<file path="src/design/kvt_pkg.sv">
// Package: widths, character codes, event codes and shared types of the tokenizer.
`timescale 1ns / 1ps
`default_nettype none

package kvt_pkg;

  // Capacities
  localparam int unsigned NAME_CAP  = 16;
  localparam int unsigned VALUE_CAP = 32;
  localparam int unsigned MAX_PAIRS = 16;

  // Counter widths, each wide enough to hold its capacity
  localparam int unsigned NAME_LEN_W  = $clog2(NAME_CAP + 1);
  localparam int unsigned VALUE_LEN_W = $clog2(VALUE_CAP + 1);
  localparam int unsigned PAIRS_W     = $clog2(MAX_PAIRS + 1);

  // Port field widths
  localparam int unsigned CHAR_W   = 8;
  localparam int unsigned EVENT_W  = 3;
  localparam int unsigned INDEX_W  = 4;
  localparam int unsigned LENGTH_W = 6;
  localparam int unsigned COUNT_W  = 5;

  // Character codes
  localparam logic [CHAR_W-1:0] CH_EQUAL = 8'h3D;
  localparam logic [CHAR_W-1:0] CH_SPACE = 8'h20;
  localparam logic [CHAR_W-1:0] CH_TAB   = 8'h09;
  localparam logic [CHAR_W-1:0] CH_COLON = 8'h3A;
  localparam logic [CHAR_W-1:0] CH_CR    = 8'h0D;
  localparam logic [CHAR_W-1:0] CH_LF    = 8'h0A;
  localparam logic [CHAR_W-1:0] CH_NUL   = 8'h00;

  typedef enum logic [EVENT_W-1:0] {
    EV_NAME_CHAR  = 3'd0,
    EV_VALUE_CHAR = 3'd1,
    EV_PAIR       = 3'd2,
    EV_PAIR_END   = 3'd3,
    EV_LINE_END   = 3'd4,
    EV_ERROR      = 3'd5
  } kvt_event_e;

  typedef enum logic [2:0] {
    M_NAME     = 3'd0,
    M_AFTER_EQ = 3'd1,
    M_VALUE    = 3'd2,
    M_GAP      = 3'd3,
    M_SKIP     = 3'd4
  } kvt_mode_e;

  // Character class flags
  typedef struct packed {
    logic is_end;
    logic is_div;
    logic is_eq;
  } kvt_class_t;

  // One result item plus its emit flag
  typedef struct packed {
    logic                emit;
    kvt_event_e          event_res;
    logic [CHAR_W-1:0]   char_value;
    logic [INDEX_W-1:0]  pair_index;
    logic [LENGTH_W-1:0] length;
    logic [COUNT_W-1:0]  pair_count;
  } kvt_result_t;

endpackage

`default_nettype wire

</file>
<file path="src/design/kvt_char_if.sv">
// Interface: character request channel.
`timescale 1ns / 1ps
`default_nettype none

interface kvt_char_if;
  import kvt_pkg::*;

  logic              valid;
  logic              ready;
  logic [CHAR_W-1:0] ch;

  modport source (output valid, output ch, input ready);
  modport sink   (input valid, input ch, output ready);
endinterface

`default_nettype wire

</file>
<file path="src/design/kvt_event_if.sv">
// Interface: event request channel.
`timescale 1ns / 1ps
`default_nettype none

interface kvt_event_if;
  import kvt_pkg::*;

  logic                valid;
  logic                ready;
  logic [EVENT_W-1:0]  event_res;
  logic [CHAR_W-1:0]   char_value;
  logic [INDEX_W-1:0]  pair_index;
  logic [LENGTH_W-1:0] length;
  logic [COUNT_W-1:0]  pair_count;

  modport source (output valid, output event_res, output char_value, output pair_index,
                  output length, output pair_count, input ready);
  modport sink   (input valid, input event_res, input char_value, input pair_index,
                  input length, input pair_count, output ready);
endinterface

`default_nettype wire

</file>
<file path="src/design/key_value_line_tokenizer_top.sv">
// Top level: input register, tokenizer state machine and event output register.
//
//  channel  dir  interface     payload
//  in_i     in   kvt_char_if   ch
//  out_o    out  kvt_event_if  event_res, char_value, pair_index, length, pair_count
//
// One character per cycle: a request lands in the input register, is classified and
// stepped through the state machine while it is held there, and its event (if any) is
// then loaded into the output register. The output register frees the input side
// as long as the event slot is empty or being taken; characters with no event never
// wait for it. Reset is asynchronous, active low, and starts a fresh line.
`timescale 1ns / 1ps
`default_nettype none

module key_value_line_tokenizer_top import kvt_pkg::*; (
  input  logic         clk_i,
  input  logic         rst_ni,
  kvt_char_if.sink     in_i,
  kvt_event_if.source  out_o
);

  logic              in_valid_q;
  logic [CHAR_W-1:0] ch_q;
  logic              out_valid_q;
  kvt_result_t       out_q;
  kvt_class_t        cls;
  kvt_result_t       res;
  logic              step;

  kvt_classify u_classify (
    .ch_i  (ch_q),
    .cls_o (cls)
  );

  kvt_fsm u_fsm (
    .clk_i  (clk_i),
    .rst_ni (rst_ni),
    .step_i (step),
    .ch_i   (ch_q),
    .cls_i  (cls),
    .res_o  (res)
  );

  // Advance the held character when its event has a free slot or it has none
  assign step       = in_valid_q && (!res.emit || !out_valid_q || out_o.ready);
  assign in_i.ready = !in_valid_q || step;

  // Input register
  always_ff @(posedge clk_i or negedge rst_ni) begin
    if (!rst_ni) begin
      in_valid_q <= 1'b0;
    end else if (in_i.ready) begin
      in_valid_q <= in_i.valid;
    end
  end

  always_ff @(posedge clk_i) begin
    if (in_i.ready && in_i.valid) begin
      ch_q <= in_i.ch;
    end
  end

  // Output register: load a new event, drop a taken one
  always_ff @(posedge clk_i or negedge rst_ni) begin
    if (!rst_ni) begin
      out_valid_q <= 1'b0;
    end else if (step && res.emit) begin
      out_valid_q <= 1'b1;
    end else if (out_o.ready) begin
      out_valid_q <= 1'b0;
    end
  end

  always_ff @(posedge clk_i) begin
    if (step && res.emit) begin
      out_q <= res;
    end
  end

  assign out_o.valid      = out_valid_q;
  assign out_o.event_res  = out_q.event_res;
  assign out_o.char_value = out_q.char_value;
  assign out_o.pair_index = out_q.pair_index;
  assign out_o.length     = out_q.length;
  assign out_o.pair_count = out_q.pair_count;

endmodule

`default_nettype wire

</file>
<file path="src/design/kvt_classify.sv">
// Character classifier: divider, equal sign and line end flags.
`timescale 1ns / 1ps
`default_nettype none

module kvt_classify import kvt_pkg::*; (
  input  logic [CHAR_W-1:0] ch_i,
  output kvt_class_t        cls_o
);

  // Decode the character against the divider and line end sets
  always_comb begin
    cls_o.is_eq  = (ch_i == CH_EQUAL);
    cls_o.is_div = (ch_i == CH_EQUAL) || (ch_i == CH_SPACE) ||
                   (ch_i == CH_TAB)   || (ch_i == CH_COLON);
    cls_o.is_end = (ch_i == CH_CR) || (ch_i == CH_LF) || (ch_i == CH_NUL);
  end

endmodule

`default_nettype wire

</file>
<file path="src/design/kvt_fsm.sv">
// Tokenizer state machine: line mode, name and value lengths, pair count.
`timescale 1ns / 1ps
`default_nettype none

module kvt_fsm import kvt_pkg::*; (
  input  logic              clk_i,
  input  logic              rst_ni,
  input  logic              step_i,
  input  logic [CHAR_W-1:0] ch_i,
  input  kvt_class_t        cls_i,
  output kvt_result_t       res_o
);

  kvt_mode_e              mode_q, mode_d;
  logic [NAME_LEN_W-1:0]  name_cnt_q, name_cnt_d;
  logic [VALUE_LEN_W-1:0] value_len_q, value_len_d;
  logic [PAIRS_W-1:0]     pairs_q, pairs_d;

  logic [NAME_LEN_W-1:0]  name_inc;
  logic [VALUE_LEN_W-1:0] value_inc;
  logic [PAIRS_W-1:0]     pairs_inc;
  logic                   name_full;
  logic                   value_full;
  logic                   name_first_full;
  logic                   value_first_full;
  logic                   pairs_full;

  // Increments and capacity checks
  assign name_inc         = name_cnt_q + NAME_LEN_W'(1);
  assign value_inc        = value_len_q + VALUE_LEN_W'(1);
  assign pairs_inc        = pairs_q + PAIRS_W'(1);
  assign name_full        = (name_inc >= NAME_LEN_W'(NAME_CAP));
  assign value_full       = (value_inc >= VALUE_LEN_W'(VALUE_CAP));
  assign name_first_full  = (NAME_LEN_W'(1) >= NAME_LEN_W'(NAME_CAP));
  assign value_first_full = (VALUE_LEN_W'(1) >= VALUE_LEN_W'(VALUE_CAP));
  assign pairs_full       = (pairs_inc >= PAIRS_W'(MAX_PAIRS));

  // Next state
  always_comb begin
    mode_d      = mode_q;
    name_cnt_d  = name_cnt_q;
    value_len_d = value_len_q;
    pairs_d     = pairs_q;
    if (cls_i.is_end) begin
      // Any line end starts a new line
      mode_d      = M_NAME;
      name_cnt_d  = '0;
      value_len_d = '0;
      pairs_d     = '0;
    end else begin
      case (mode_q)
        M_NAME: begin
          if (cls_i.is_eq) begin
            mode_d = (name_cnt_q == '0) ? M_SKIP : M_AFTER_EQ;
          end else if (cls_i.is_div || name_full) begin
            mode_d = M_SKIP;
          end else begin
            name_cnt_d = name_inc;
          end
        end
        M_AFTER_EQ: begin
          if (!cls_i.is_div) begin
            value_len_d = VALUE_LEN_W'(1);
            mode_d      = value_first_full ? M_SKIP : M_VALUE;
          end
        end
        M_VALUE: begin
          if (cls_i.is_div) begin
            pairs_d     = pairs_inc;
            name_cnt_d  = '0;
            value_len_d = '0;
            mode_d      = pairs_full ? M_SKIP : M_GAP;
          end else if (value_full) begin
            mode_d = M_SKIP;
          end else begin
            value_len_d = value_inc;
          end
        end
        M_GAP: begin
          if (!cls_i.is_div) begin
            name_cnt_d = NAME_LEN_W'(1);
            mode_d     = name_first_full ? M_SKIP : M_NAME;
          end
        end
        default: begin
          mode_d = M_SKIP;
        end
      endcase
    end
  end

  // Result for the current character
  always_comb begin
    res_o.emit       = 1'b0;
    res_o.event_res  = EV_ERROR;
    res_o.char_value = '0;
    res_o.pair_index = INDEX_W'(pairs_q);
    res_o.length     = '0;
    res_o.pair_count = '0;
    case (mode_q)
      M_NAME: begin
        res_o.emit = 1'b1;
        if (!cls_i.is_end && !cls_i.is_div && !name_full) begin
          res_o.event_res  = EV_NAME_CHAR;
          res_o.char_value = ch_i;
          res_o.length     = LENGTH_W'(name_inc);
          res_o.pair_count = COUNT_W'(pairs_q);
        end else if (cls_i.is_eq && name_cnt_q != '0) begin
          res_o.emit = 1'b0;
        end
      end
      M_AFTER_EQ: begin
        if (cls_i.is_end || (!cls_i.is_div && value_first_full)) begin
          res_o.emit = 1'b1;
        end else if (!cls_i.is_div) begin
          res_o.emit       = 1'b1;
          res_o.event_res  = EV_VALUE_CHAR;
          res_o.char_value = ch_i;
          res_o.length     = LENGTH_W'(1);
          res_o.pair_count = COUNT_W'(pairs_q);
        end
      end
      M_VALUE: begin
        res_o.emit = 1'b1;
        if (cls_i.is_end || cls_i.is_div) begin
          res_o.event_res  = (cls_i.is_end || pairs_full) ? EV_PAIR_END : EV_PAIR;
          res_o.length     = LENGTH_W'(value_len_q);
          res_o.pair_count = COUNT_W'(pairs_inc);
        end else if (!value_full) begin
          res_o.event_res  = EV_VALUE_CHAR;
          res_o.char_value = ch_i;
          res_o.length     = LENGTH_W'(value_inc);
          res_o.pair_count = COUNT_W'(pairs_q);
        end
      end
      M_GAP: begin
        if (cls_i.is_end) begin
          res_o.emit       = 1'b1;
          res_o.event_res  = EV_LINE_END;
          res_o.pair_count = COUNT_W'(pairs_q);
        end else if (!cls_i.is_div) begin
          res_o.emit = 1'b1;
          if (!name_first_full) begin
            res_o.event_res  = EV_NAME_CHAR;
            res_o.char_value = ch_i;
            res_o.length     = LENGTH_W'(1);
            res_o.pair_count = COUNT_W'(pairs_q);
          end
        end
      end
      default: begin
        res_o.emit = 1'b0;
      end
    endcase
  end

  // State registers, advanced once per processed character
  always_ff @(posedge clk_i or negedge rst_ni) begin
    if (!rst_ni) begin
      mode_q      <= M_NAME;
      name_cnt_q  <= '0;
      value_len_q <= '0;
      pairs_q     <= '0;
    end else if (step_i) begin
      mode_q      <= mode_d;
      name_cnt_q  <= name_cnt_d;
      value_len_q <= value_len_d;
      pairs_q     <= pairs_d;
    end
  end

endmodule

`default_nettype wire

</file>
<file path="src/flat_wrapper.sv">
// flat-port wrapper written by rule: the top's interface ports become plain ports
module key_value_line_tokenizer_top_flat import kvt_pkg::*;
  (clk_i, rst_ni, in_i_valid, in_i_ch, in_i_ready, out_o_valid, out_o_event_res, out_o_char_value, out_o_pair_index, out_o_length, out_o_pair_count, out_o_ready);
  kvt_char_if in_i_i ();
  kvt_event_if out_o_i ();
  input  logic clk_i;
  input  logic rst_ni;
  input wire logic [$bits(in_i_i.valid)-1:0] in_i_valid;
  input wire logic [$bits(in_i_i.ch)-1:0] in_i_ch;
  output wire logic [$bits(in_i_i.ready)-1:0] in_i_ready;
  output wire logic [$bits(out_o_i.valid)-1:0] out_o_valid;
  output wire logic [$bits(out_o_i.event_res)-1:0] out_o_event_res;
  output wire logic [$bits(out_o_i.char_value)-1:0] out_o_char_value;
  output wire logic [$bits(out_o_i.pair_index)-1:0] out_o_pair_index;
  output wire logic [$bits(out_o_i.length)-1:0] out_o_length;
  output wire logic [$bits(out_o_i.pair_count)-1:0] out_o_pair_count;
  input wire logic [$bits(out_o_i.ready)-1:0] out_o_ready;
  assign in_i_i.valid = in_i_valid;
  assign in_i_i.ch = in_i_ch;
  assign in_i_ready = in_i_i.ready;
  assign out_o_valid = out_o_i.valid;
  assign out_o_event_res = out_o_i.event_res;
  assign out_o_char_value = out_o_i.char_value;
  assign out_o_pair_index = out_o_i.pair_index;
  assign out_o_length = out_o_i.length;
  assign out_o_pair_count = out_o_i.pair_count;
  assign out_o_i.ready = out_o_ready;
  key_value_line_tokenizer_top u_core (.clk_i(clk_i), .rst_ni(rst_ni), .in_i(in_i_i), .out_o(out_o_i));
endmodule
</file>
<file path="config.mk">
export PLATFORM = sky130hd
export DESIGN_NAME = key_value_line_tokenizer_top_flat
export DESIGN_NICKNAME = d
export VERILOG_FILES = /design/src/design/kvt_pkg.sv /design/src/design/kvt_char_if.sv /design/src/design/kvt_event_if.sv /design/src/design/key_value_line_tokenizer_top.sv /design/src/design/kvt_classify.sv /design/src/design/kvt_fsm.sv /design/src/flat_wrapper.sv
export SDC_FILE = /design/constraint.sdc
export NUM_CORES = 1
export LEC_CHECK = 0
export BUFFER_PORTS_ARGS = -buffer_cell sky130_fd_sc_hd__buf_2
export CAP_MARGIN = 15
export CORE_ASPECT_RATIO = 0.8
export CORE_MARGIN = 3
export CORE_UTILIZATION = 44
export CTS_CLUSTER_SIZE = 20
export DETAILED_ROUTE_END_ITERATION = 8
export SYNTH_ARGS = -nofsm -noshare
export SYNTH_HDL_FRONTEND = slang
export SYNTH_SLANG_ARGS = --single-unit
</file>
<file path="constraint.sdc">
create_clock -name clk_i -period 6.4 [get_ports clk_i]
set_clock_uncertainty 0.05 [all_clocks]
set_input_delay 0.32 -clock clk_i [delete_from_list [all_inputs] [get_ports clk_i]]
set_output_delay 0.32 -clock clk_i [all_outputs]
set_load 0.05 [all_outputs]
</file>
* Yosys cells after proc, flatten, opt, wreduce, memory -nomap -nowiden
Index checks and enable logic that the tools add are counted.
** Storage, ports and cells
- Register bits :: 55
- Bits in latches :: 0
- Memory bits (writable) :: 0
- Memory bits (read-only) :: 0
- Input port bits :: 12
- Output and inout bits :: 28
- Word-level logic and storage cells :: 120
- Memories kept :: 0
** Operators by class
- $add $sub $neg :: 3
- Multipliers :: 0
- Div/mod/pow operators :: 0
- $lt $le $gt $ge :: 3
- Eq/ne operators :: 17
- Shift operators :: 0
- Muxes and demuxes :: 49
- Bitwise gates (word level) :: 0
- Reduce and logical (&&, ||, !) cells :: 36
** Operators with widths (count)
- $pmux W11 S4 :: 2
- $mux W11 :: 5
- $mux W5 :: 9
- $mux W6 :: 7
- $mux W3 :: 10
- $eq A8 B4 Y1 const B :: 3
- $eq A8 B6 Y1 const B :: 3
- $mux W12 :: 2
- $mux W8 :: 2
- $ne A3 B3 Y1 const B :: 5
- $pmux W5 S3 :: 1
- $ne A4 B4 Y1 const B :: 3
- $pmux W3 S4 :: 1
- $pmux W6 S2 :: 1
- $logic_or A1 B1 Y1 :: 11
- $add A5 B1 Y5 const B :: 2
- $ge A5 B5 Y1 const B :: 2
- $mux W10 :: 1
- $logic_not A8 Y1 :: 1
- $add A6 B1 Y6 const B :: 1
- $eq A3 B2 Y1 const B :: 2
- $ge A6 B6 Y1 const B :: 1
- $logic_and A1 B1 Y1 :: 6
- $logic_not A1 Y1 :: 6
- 14 further kinds :: 21

* Logic depth before layout (Yosys ltp)
- Word-level depth :: 15
- Depth in mapped cells :: 9
- Mapped depth without buffers :: 8

* By module
A second synthesis with hierarchy kept.
** Second synthesis, totals
- Cells, all modules :: 278
- Area total of the unflattened synthesis :: 2959.1 um^2
** Modules (own cells, without submodules)
- kvt_fsm :: instances 1, cells each 215, area an instance 1712.9 um^2, sequential area each 475.5 um^2
- key_value_line_tokenizer_top :: instances 1, cells each 44, area an instance 1127.3 um^2, sequential area each 1071.0 um^2
- kvt_classify :: instances 1, cells each 19, area an instance 118.9 um^2, sequential area each 0.0 um^2

* Worst setup path before layout
No wires, ideal clock.
- Kind :: register to register
- From :: register u_core.ch_q[3]
- To :: register u_core.out_q (netlist bit u_core.out_o.char_value[0]) (enable)
- Setup time :: 0.442 ns
- Arrival time :: 3.641 ns
- Data required time :: 5.908 ns
- Slack :: 2.267 ns
- Stages on the path, launching flop included :: 8
- Buffers on the path :: 2
- Clock period less this slack :: 4.133 ns
- Path through :: edfxtp_1 buf_6 and2_2 and4_2 o31ai_1 clkbuf_1 a31oi_1 nor3_1
** Between the ends
- Longest elaborated chain between the ends :: 14
- Elaborated cells between the ends (all ways) :: 29
- Those cells by class :: eq/ne: 6; mux: 7; reduce/logical: 16
** RTL lines
- start: declaration :: RTL line key_value_line_tokenizer_top.sv:23 : logic [CHAR_W-1:0] ch_q;
- start signal: assignment :: RTL line key_value_line_tokenizer_top.sv:59 : ch_q <= in_i.ch;
- $eq A8 B6 Y1 (on tied branches) :: RTL line kvt_classify.sv:12, kvt_classify.sv:13
- $logic_or A1 B1 Y1 (2 in a row) :: RTL line kvt_classify.sv:13 : cls_o.is_div = (ch_i == CH_EQUAL) || (ch_i == CH_SPACE) ||
- $logic_or A1 B1 Y1 :: RTL line kvt_classify.sv:14 : (ch_i == CH_TAB) || (ch_i == CH_COLON);
- $logic_not A1 Y1
- $logic_and A1 B1 Y1 (2 in a row) :: RTL line kvt_fsm.sv:103 : if (!cls_i.is_end && !cls_i.is_div && !name_full) begin
- $mux W1 :: RTL line kvt_fsm.sv:103
- $pmux W1 S4 * :: RTL line kvt_fsm.sv:100 : case (mode_q)
- $logic_not A1 Y1 :: RTL line key_value_line_tokenizer_top.sv:45 : assign step = in_valid_q && (!res.emit || !out_valid_q || out_o.ready);
- $logic_or A1 B1 Y1 (2 in a row) :: RTL line key_value_line_tokenizer_top.sv:45
- $logic_and A1 B1 Y1 :: RTL line key_value_line_tokenizer_top.sv:45
- $logic_and A1 B1 Y1 * :: RTL line key_value_line_tokenizer_top.sv:75 : if (step && res.emit) begin
- end signal: assignment :: RTL line key_value_line_tokenizer_top.sv:76 : out_q <= res;
- end: declaration :: RTL line key_value_line_tokenizer_top.sv:25 : kvt_result_t out_q;
Every way passes the cells marked *; elsewhere a longest branch is shown, timed or not.
A chain may end at the register's enable or synchronous reset.

* Worst setup path after layout
- From :: register u_core.u_fsm.name_cnt_q[0]
- To :: output port in_i_ready
** Between the ends
- Longest elaborated chain between the ends :: 11
- Elaborated cells between the ends (all ways) :: 14
- Those cells by class :: add/sub: 1; order compare: 1; mux: 3; reduce/logical: 9
** RTL lines
- start: declaration :: RTL line kvt_fsm.sv:15 : logic [NAME_LEN_W-1:0] name_cnt_q, name_cnt_d;
- start signal: assignment :: RTL line kvt_fsm.sv:166 : name_cnt_q <= name_cnt_d;
- $add A5 B1 Y5 :: RTL line kvt_fsm.sv:29 : assign name_inc = name_cnt_q + NAME_LEN_W'(1);
- $ge A5 B5 Y1 :: RTL line kvt_fsm.sv:32 : assign name_full = (name_inc >= NAME_LEN_W'(NAME_CAP));
- $logic_not A1 Y1 :: RTL line kvt_fsm.sv:103
- $logic_and A1 B1 Y1 :: RTL line kvt_fsm.sv:103
- $mux W1 * :: RTL line kvt_fsm.sv:103
- $pmux W1 S4 * :: RTL line kvt_fsm.sv:100
- $logic_not A1 Y1 * :: RTL line key_value_line_tokenizer_top.sv:45
- $logic_or A1 B1 Y1 * (2 in a row) :: RTL line key_value_line_tokenizer_top.sv:45
- $logic_and A1 B1 Y1 * :: RTL line key_value_line_tokenizer_top.sv:45
- $logic_or A1 B1 Y1 * :: RTL line key_value_line_tokenizer_top.sv:46 : assign in_i.ready = !in_valid_q || step;
- end: declaration :: RTL line flat_wrapper.sv:10 : output wire logic [$bits(in_i_i.ready)-1:0] in_i_ready;
Marked as above.

==> summary.md <==
| Metric | Value |
|---|---|
| Register area | 1550 µm² |
| CTS tree | done |
| Initial cell density of the core | 47.1% |
| Data arrival at the endpoint of the critical path | around 2.9 ns |
| Largest buffer count on any clock path | 2 |
| Ratio of total power to cell area | around 230 nW/µm² |
| Final period util | 50.8% |
| Grt ovf | 0 |
| Clock transition time at the flip-flop clock pins of the worst setup and hold paths | approximately 0.09 ns |
| Inserted Clock Buffers | 5 |
| Count of nets after finishing | between 300 and 400 |
| Terminus of the critical flop-to-flop path | u_core.u_fsm.name_cnt_q[0]$_DFFE_PN0P_ |
| Cells along the critical path | inv_1 -> ha_1 -> nor4b_1 -> nor4_4 -> a21oi_1 -> a21oi_1 -> nor4b_1 -> inv_1 -> buf_2 |
| Pin count of the biggest net entering global routing | 27 |
| Placement Setup Slack | about 3.4 ns |
| Yosys top cell area share | 32.8% |
| Final max-slew violation count | 0 |
| Area growth from synthesis to final layout | 11.7% |
| Most used flip-flop cell after synthesis | sky130_fd_sc_hd__edfxtp_1 |
| Synth warn | 0 |
| Netlist cell types | 68 |
| Worst hold path stage count | 1 |
| Post-synthesis async set-or-reset flop share | a little under two fifths |
| Fraction of final layout cells sized beyond drive strength 1 | between 20% and 30% |
| Overall fraction of global-route tracks in use | between 10% and 20% |
| Number of inserted diodes | 0 |
| Type of destination of the critical path | primary output |
| Global-route wire length before repair | approximately 12000 µm |
| Detail-routed net length per standard cell | around 18 µm |
| Reg2reg start | u_core.u_fsm.name_cnt_q[0]$_DFFE_PN0P_ |
| Residual DRC count | 0 |
| Worst min-delay path startpoint | in_i_ch[6] |
| Fillcell total | 614 |
| Post-synthesis sequential area ratio | about 50% |
| Kind of critical path | register to primary output |
| Flip-flop and latch count after synthesis | between 50 and 60 |
| Total Die Area | a little over 8000 µm² |
| Relative slew slack | about 40% |
| Buffer type at the clock tree root | sky130_fd_sc_hd__clkbuf_8 |
| Run status | finished clean |
| RSZ-0062 raised after global routing | no |
| Clock Sinks | 55 |
| Placed cell areas | 3350 µm² |
| DRT Pass-1 Iters | 5 |
| Via total after detailed routing | between 2000 and 3000 |
| DRT Wirelength | about 7200 µm |
| Number of global-route vias before repair | approximately 2400 |
| Max-Cap Viols | 0 |
| Main area contributors after synthesis | sky130_fd_sc_hd__edfxtp_1 (33%), sky130_fd_sc_hd__dfrtp_1 (17%), sky130_fd_sc_hd__a21oi_1 (2.6%) |
| Final Hold Vio Count | 0 |
| Count of flip-flops with a built-in enable after synthesis | 34 |
| Via-per-instance ratio | between 6 and 7 |
| Area inside the core boundary | roughly 6600 µm² |
| Number of design-rule violations left by the first detailed-router iteration | 230 |
| Max incr delay on CP | about 0.62 ns |
| Post-synthesis area per instance | between 10 and 15 µm² |
| Setup slack, reg-to-reg | between 3 and 4 ns |
| P_leak | roughly 1.3 nW |
| Die width | around 100 µm |
| Number of placement rows | 26 |
| Final Setup Violations | 0 |
| Number of cells after detailed placement | about 400 |
| Die extent in y | a little over 80 µm |
| Fmax achieved | roughly 310 MHz |
| Crit. Startpoint | u_core.u_fsm.name_cnt_q[0]$_DFFE_PN0P_ |
| Count of port buffers added during placement | 39 |
| Total power | approximately 0.8 mW |
| Initial antenna violation count | 0 |
| Number of instances in the synthesized netlist | 289 |
| Post-Layout Inst Area | 3480 µm² |
| Antenna viol nets, final | 0 |
| Insertion delay to the later sink of the worst-skew pair | 0.31 ns |
| Highest net fanout along the worst path | 6 |
| Top-count cell post-synth | sky130_fd_sc_hd__edfxtp_1 |
| Critical path's slowest cell | sky130_fd_sc_hd__nor4b_1 |
| Tightest Pin Transition | between 0.9 and 1 ns |
| Total area of multi-input combinational cells | about 1500 µm² |
| Setup TNS | 0 ns |
| Worst ir drop on vdd | ~140 µV |
| Path depth of the worst reg2reg path | 8 |
| Library cell occupying the most area in the post-synthesis netlist | sky130_fd_sc_hd__edfxtp_1 |
| Path class of the lowest-slack min-delay path | input port to register |
| End point of the most critical hold path | u_core.ch_q[6]$_DFFE_PP_ |
| Number of standard cells in the final layout excluding fillers | approximately 410 |
| Detailed Place HPWL | between 5000 and 6000 µm |
| Top-Level Pins | 40 |
| Most instantiated cells after synthesis | sky130_fd_sc_hd__edfxtp_1 (34), sky130_fd_sc_hd__dfrtp_1 (21), sky130_fd_sc_hd__nor2_1 (20) |
| Gp weighted congestion | 0.893 |
| Data required time of the critical path | about 6 ns |
| # H-tree levels | 2 |
| Shortest clock period the worst path allows after layout | ~3.2 ns |
| Post-cts repair resize count | 0 |
| Final WS setup | ~3.2 ns |
| Critical Path Start Type | register |
| Synthesized net count | 305 |
| Synthesized cell area | about 3100 µm² |
## report_power, final
part / total (mW) / switching [mW] / internal, mW
Combinational: 0.126 / 0.0696 / 0.0559
Sequential: 0.429 / 0.0314 / 0.398
Clock: 0.237 / 0.110 / 0.127
## sequential cells by signal (all words and copies together), names as in the netlist
| signal | flops |
|---|---|
| u_core.out_o.valid | 1 |
| u_core.out_o.pair_count | 5 |
| u_core.out_o.pair_index | 4 |
| u_core.out_o.char_value | 8 |
| u_core.ch_q | 8 |
| u_core.out_o.event_res | 3 |
| u_core.out_o.length | 6 |
| u_core.u_fsm.value_len_q | 6 |
| u_core.u_fsm.name_cnt_q | 5 |
| u_core.in_valid_q | 1 |
| u_core.u_fsm.pairs_q | 5 |
| u_core.u_fsm.mode_q | 3 |
## how the worst max path moves through the flow
stage	endpoint	slack, ns
after floorplan	u_core.out_o.char_value[0]$_DFFE_PP_	2.27
after global placement	u_core.u_fsm.name_cnt_q[0]$_DFFE_PN0P_	3.46
after detailed placement	u_core.u_fsm.name_cnt_q[0]$_DFFE_PN0P_	3.38
after CTS	in_i_ready	3.17
after global routing	in_i_ready	2.77
final	in_i_ready	3.15
## layout make-up
| type | instances | area share, % |
|---|---|---|
| Multi-Input combinational cell | 213 | 41.7 |
| Tap cell | 84 | 3.02 |
| Inverter | 10 | 1.08 |
| Clock buffer | 6 | 2.37 |
| Clock inverter | 2 | 1.01 |
| Sequential cell | 55 | 44.5 |
| Timing Repair Buffer | 42 | 6.33 |
## critical path, delay by kind of cell (launching register included)
kind | cells | cell delay (ns)
adder cells (fa/ha/maj) | 1 | 0.13
flip-flops | 1 | 0.44
buffers and inverters | 3 | 0.39
AND/OR/NAND/NOR | 3 | 1.26
AO/OA/AOI/OAI | 2 | 0.37
## kinds of logic after synthesis
kind of cell	share of synthesized area (%)
adder cells (fa/ha/maj)	1.61
flip-flops	49.7
AO/OA/AOI/OAI	20.0
XOR/XNOR	1.41
buffers and inverters	3.86
AND/OR/NAND/NOR	20.6
multiplexers	2.81
## per-layer routing
layer,track usage [%],share of wire (%),vias to the layer above
met3,5.84,9.1,10
met4,5.65,1.2,0
met1,28.5,49,1207
met5,0,0,-
li1,-,-,1195
met2,27.2,41,112
## metrics by stage
stage                     hold WS, ns  utilization (%)
after floorplan               -0.0256                -
after global placement          0.272             50.7
after detailed placement        0.277             50.7
after CTS                       0.131             52.7
after global routing            0.111             52.7
final                           0.140             52.7
## placed cells by master (no fill, tap or decap), types with 3 or more instances in the layout
master	n
sky130_fd_sc_hd__nand2_1	15
sky130_fd_sc_hd__a22o_1	6
sky130_fd_sc_hd__ha_1	4
sky130_fd_sc_hd__a21o_1	5
sky130_fd_sc_hd__o41ai_1	5
sky130_fd_sc_hd__nor4b_1	4
sky130_fd_sc_hd__or2_2	7
sky130_fd_sc_hd__nor4_1	4
sky130_fd_sc_hd__o31ai_1	4
sky130_fd_sc_hd__a211oi_1	3
sky130_fd_sc_hd__buf_2	39
sky130_fd_sc_hd__o211ai_1	4
sky130_fd_sc_hd__inv_1	10
sky130_fd_sc_hd__nor2_1	20
sky130_fd_sc_hd__nand2b_1	5
sky130_fd_sc_hd__edfxtp_1	34
sky130_fd_sc_hd__a21oi_1	16
sky130_fd_sc_hd__nand3_1	13
sky130_fd_sc_hd__dfrtp_1	21
sky130_fd_sc_hd__clkbuf_8	6
sky130_fd_sc_hd__nor3_1	5
sky130_fd_sc_hd__or3_1	3
sky130_fd_sc_hd__and2_1	10
sky130_fd_sc_hd__o21ai_0	14
sky130_fd_sc_hd__xnor2_1	3
sky130_fd_sc_hd__mux2i_1	5
sky130_fd_sc_hd__o2bb2ai_1	6
sky130_fd_sc_hd__and2_2	3
sky130_fd_sc_hd__a32o_1	3
## timing repair
item | in CTS | in global routing
setup buffers | 0 | 0
endpoints found under the hold margin | 21 | 0
hold buffers | 1 | 0
Power figures use the tool's default switching activity.
